**src/rtl/core/nte_pkg.sv**
```systemverilog
// Shared types and constants for the negacyclic NTT evaluator.
// No dependencies; every other file in rtl/core imports this package.
package nte_pkg;

    localparam int RING_DEGREE_DEF = 256;
    localparam int ADDR_W          = 18;   // wide enough for 2N up to 131072
    localparam int INDEX_W         = 9;
    localparam int WORD_W          = 64;
    localparam int MOD_W           = 62;
    localparam int SLOT_W          = 8;
    localparam int QUEUE_DEPTH     = 4;
    localparam int PIPE_STAGES     = 9;

    typedef enum logic [1:0] {
        FUNC_ROOT  = 2'd0,
        FUNC_COEF  = 2'd1,
        FUNC_READ  = 2'd2,
        FUNC_NONE  = 2'd3
    } t_func;

    typedef enum logic [1:0] {
        CFG_MODULUS = 2'd0,
        CFG_BAR_HI  = 2'd1,
        CFG_BAR_LO  = 2'd2,
        CFG_NONE    = 2'd3
    } t_cfg_idx;

    typedef enum logic [1:0] {
        CMD_ROOT = 2'd0,
        CMD_COEF = 2'd1,
        CMD_READ = 2'd2,
        CMD_NOP  = 2'd3
    } t_cmd_kind;

    typedef struct packed {
        t_cmd_kind           kind;
        logic [ADDR_W-1:0]   addr;
        logic [WORD_W-1:0]   value;
    } t_cmd;

    typedef struct packed {
        logic valid;
        logic last;
    } t_tag;

    typedef enum logic [1:0] {
        BK_IDLE,
        BK_ISSUE,
        BK_DRAIN,
        BK_DONE
    } t_bk_state;

    // Sum of four 32x32 partial products into the full 128-bit product.
    function automatic logic [127:0] mul_combine(input logic [63:0] p00, input logic [63:0] p01,
                                                 input logic [63:0] p10, input logic [63:0] p11);
        mul_combine = {64'd0, p00} + {32'd0, p01, 32'd0} + {32'd0, p10, 32'd0} + {p11, 64'd0};
    endfunction

endpackage

```
**src/rtl/core/nte_queue.sv**
```systemverilog
// Short command queue between the front end and the back end.
// Depends on nte_pkg.
module nte_queue
    import nte_pkg::*;
(
    input  logic i_clk,
    input  logic i_rst_n,
    input  logic i_push,
    input  t_cmd i_cmd,
    output logic o_full,
    input  logic i_pop,
    output logic o_empty,
    output t_cmd o_cmd
);

    localparam int PTR_W = $clog2(QUEUE_DEPTH);

    t_cmd               r_mem [QUEUE_DEPTH];
    logic [PTR_W-1:0]   r_wr, r_rd;
    logic [PTR_W:0]     r_cnt;

    assign o_full  = (r_cnt == (PTR_W+1)'(QUEUE_DEPTH));
    assign o_empty = (r_cnt == '0);
    assign o_cmd   = r_mem[r_rd];

    always_ff @(posedge i_clk) begin
        if (!i_rst_n) begin
            r_wr  <= '0;
            r_rd  <= '0;
            r_cnt <= '0;
        end else begin
            if (i_push) r_wr <= r_wr + 1'b1;
            if (i_pop)  r_rd <= r_rd + 1'b1;
            r_cnt <= r_cnt + (PTR_W+1)'(i_push) - (PTR_W+1)'(i_pop);
        end
    end

    always_ff @(posedge i_clk) begin
        if (i_push) r_mem[r_wr] <= i_cmd;
    end

endmodule

```
**config.mk**
```make
export PLATFORM = sky130hd
export DESIGN_NAME = nte_queue
export DESIGN_NICKNAME = d
export VERILOG_FILES = /design/src/rtl/core/nte_pkg.sv /design/src/rtl/core/nte_queue.sv
export SDC_FILE = /design/constraint.sdc
export NUM_CORES = 1
export LEC_CHECK = 0
export BUFFER_PORTS_ARGS = -buffer_cell sky130_fd_sc_hd__buf_2
export CAP_MARGIN = 30
export CORE_MARGIN = 5
export CORE_UTILIZATION = 61
export CTS_CLUSTER_DIAMETER = 60
export DETAILED_ROUTE_END_ITERATION = 8
export PLACE_DENSITY = 0.9
export SLEW_MARGIN = 20
export SYNTH_ARGS = -nofsm -noshare
export SYNTH_HDL_FRONTEND = slang
export SYNTH_SLANG_ARGS = --single-unit
```
**constraint.sdc**
```tcl
create_clock -name i_clk -period 5.2 [get_ports i_clk]
set_input_delay 0 -clock i_clk [delete_from_list [all_inputs] [get_ports i_clk]]
set_output_delay 0 -clock i_clk [all_outputs]
set_load 0.05 [all_outputs]
```
==> impl_results.md <==
* Initial core utilization at between 60% and 70%
* Antenna violations before repair at 0
* Sink Count at ~350
* Critical Path Start Type: flop
* Core Region at 0.02023 mm2
* I/O pins at about 170
* HPWL after DPL at around 14 mm
* Cts bufs inserted at 35
* Total number of vias at slightly above 6000
* Xor/xnor cell area share of the yosys netlist at 0.3287%
* Ant. Diodes at 0
* Yosys Warn Count at 0
* FF+latch count, synth at 345
* Clock buffer depth at 3
* CTS tree: built
* Critical-path cell list: buf_4 -> mux4_2 -> buf_2
* Syn-to-layout area delta at 24.32%
* WP data required at ~5200 ps
* Crit path capture type: primary output
* Hold/Removal Path Class: in2reg
* Switch Pwr at 1.680 mW
* Die ar. at approximately 0.024 mm2
* Compound-Gate Fraction of Synth Area at less than 1%
* Clk pin slew, worst setup/hold paths at 60 ps
* Buffers on Ports at approximately 170
* Postcts setup bufs at 0
* Sw frac at 25.99%
* CP max FO at 34
* Max-slew violations at 0
* Pleak at 5.372 nW
* Commonest non-fill, non-tap cell in the layout: edfxtp_1
* GRT overflow at 0
* Mux share of post-synthesis cell area at 15.14%
* Largest net degree at the start of global routing at 53
* Clock tree root driver cell: clkbuf_16
* Post-CTS sizing at 0
* Via density at between 5 and 6
* Internal power at 4.782 mW
* Largest family of logic cells by synthesized area: multiplexers
* WP data arrival at 2640 ps
* Reg power frac at approximately 50%
* Skew final at roughly 32 ps
* Commonest non-fill, non-tap cells in the layout: edfxtp_1, buf_2, dlygate4sd3_1, mux4_2, clkbuf_16
* Gr usage total at 22.71%
* Post-DRT Antenna Nets at 0
* CP max stage cell: dfxtp_4
* Crit path time final at around 2600 ps
* Initial drt markers at 497
* CP max stage delay at a little over 600 ps
* Slew margin rel. at around 49%
* Tcrit/Tclk final at 50.73%
* Area after DPL at 0.01370 mm2
* Critical path's top delay family: buffers and inverters
* Synth top area share at roughly four fifths
* Simple-Gate Fraction of Synth Area at 0.5977%
* Die Ht at around 150 um
* DRC at 0
* VDD IR max at 0.3752 mV
* Mapped cell area at 0.01256 mm2
* Register area share after synthesis at 81.76%
* Outcome: complete, no violations
* Syn Nets at 576
* Placer congestion estimate at about 0.7
* Pwr dens at 413.8 mW/mm2
* CP Class: reg2out
* Cell variety after synth at 20
* Number of max-cap violations at 0
* Synth Area per Inst at between 20 and 30 um2
* Hold violation total from the final report at 0
* Die W at 153.5 um
* FP Rows at 52
* Routed wire per std cell at around 25 um
* Final wirelength at 26.47 mm
* Power share of the combinational group at 14.6%
* RSZ-0062 raised after global routing: false
* Cells after Synth at 481
* Synth Area in Adders at less than 1%
* Sum Neg Setup Slack at 0 ps
* Setup-failing EPs final at 0
* Power share of the clock group at 35.0%
* First-pass GRT wire length at 40.57 mm
* FMAX at 379.0 MHz
* Worst-Skew Late Latency at 510 ps
* Largest area contributor in the netlist: edfxtp_1
* Cell area after layout at between 0.015 and 0.02 mm2
* Final nets at 863
* Ranking of synthesized cells by area: edfxtp_1, mux4_2, dfxtp_1, buf_6, ha_1
* Vias in the first global route at 6882
* Worst path bufs/invs at 2
* H-tree depth at 2
* Worst-Margin Slew at 769.2 ps
* TritonRoute pass-1 iters at 4
* Share of cells above drive strength 1 at 40.30%
-- power by group through the flow --
stage | clock [mW] | combinational (mW) | sequential [mW]
floorplan | 0 | 0.678 | 3.29
global placement | 0 | 0.860 | 3.29
detailed placement | 0 | 0.882 | 3.31
CTS | 2.28 | 0.948 | 3.26
global route | 2.44 | 0.990 | 3.26
finish | 2.26 | 0.943 | 3.26
-- metrics by stage --
step | hold slack, ps | utilization (%) | power, mW | setup WS (ps) | cells
after global routing | 240.0 | 77.18 | 6.696 | 2296 | 1064
final | 248.4 | 77.18 | 6.462 | 2562 | 1064
after global placement | 209.9 | 67.70 | 4.155 | 3039 | 913
after detailed placement | 215.4 | 67.70 | 4.192 | 2981 | 913
after CTS | 227.8 | 77.18 | 6.486 | 2448 | 1064
after floorplan | 98.87 | - | 3.963 | 2253 | 481
-- worst paths after layout --
path,startpoint,end,slack [ps],cells past startpoint
worst max-delay path,flop,o_cmd[34],2560,3
worst min-delay path,i_cmd[14],r_mem[0][14],250,2
worst max register to register,r_wr[0],r_mem[2][78],2990,4
worst min register to register,r_wr[0],r_wr[0],580,2
-- state kept, by name, summed over array words and instances (netlist names), named ones only --
register / cells
r_cnt: 3
r_wr: 2
r_mem: 336
r_rd: 2
-- routing by layer --
layer / wire length (um) / vias up / track usage (%)
met5: 0 / - / 0
met4: 811 / 0 / 8.368
met3: 1927 / 60 / 4.666
met2: 14490 / 315 / 40.36
met1: 9241 / 3184 / 27.84
li1: - / 2630 / -
-- worst register-to-register path, stage by stage (launching register included) --
cell	delay, ps
dfxtp_1	340
inv_1	110
ha_1	180
and2_4	490
buf_4	690
-- cells by family after synthesis --
kind of cell    Yosys count
compound gates            2
xor+xnor                  3
fa+ha+maj                 7
buf+inv                  25
flops                   345
mux                      85
simple gates             14
-- area by class of cell --
cell class | instances | area (um2)
Multi-Input combinational cell | 111 | 2138
Sequential cell | 345 | 10280
Clock inverter | 20 | 110.1
Tap cell | 270 | 337.8
Clock buffer | 43 | 927.1
Inverter | 7 | 26.28
Fill cell | 1000 | 4618
Timing Repair Buffer | 268 | 1799
-- cell usage after synthesis, drive strengths merged --
cell type  count
nand3b         1
nor2           5
clkbuf         2
xor3           1
nor3           1
xnor2          2
edfxtp       336
fa             1
and3           1
a21oi          1
buf           16
dfxtp          9
ha             6
mux4          84
and2           6
inv            7
a21bo          1
mux2i          1
-- what timing repair did --
action,4_1_cts,5_1_grt
endpoints found under the hold margin,345,0
hold buffers,88,0
setup endpoints to repair,0,0
(Power assumes the default switching activity.)
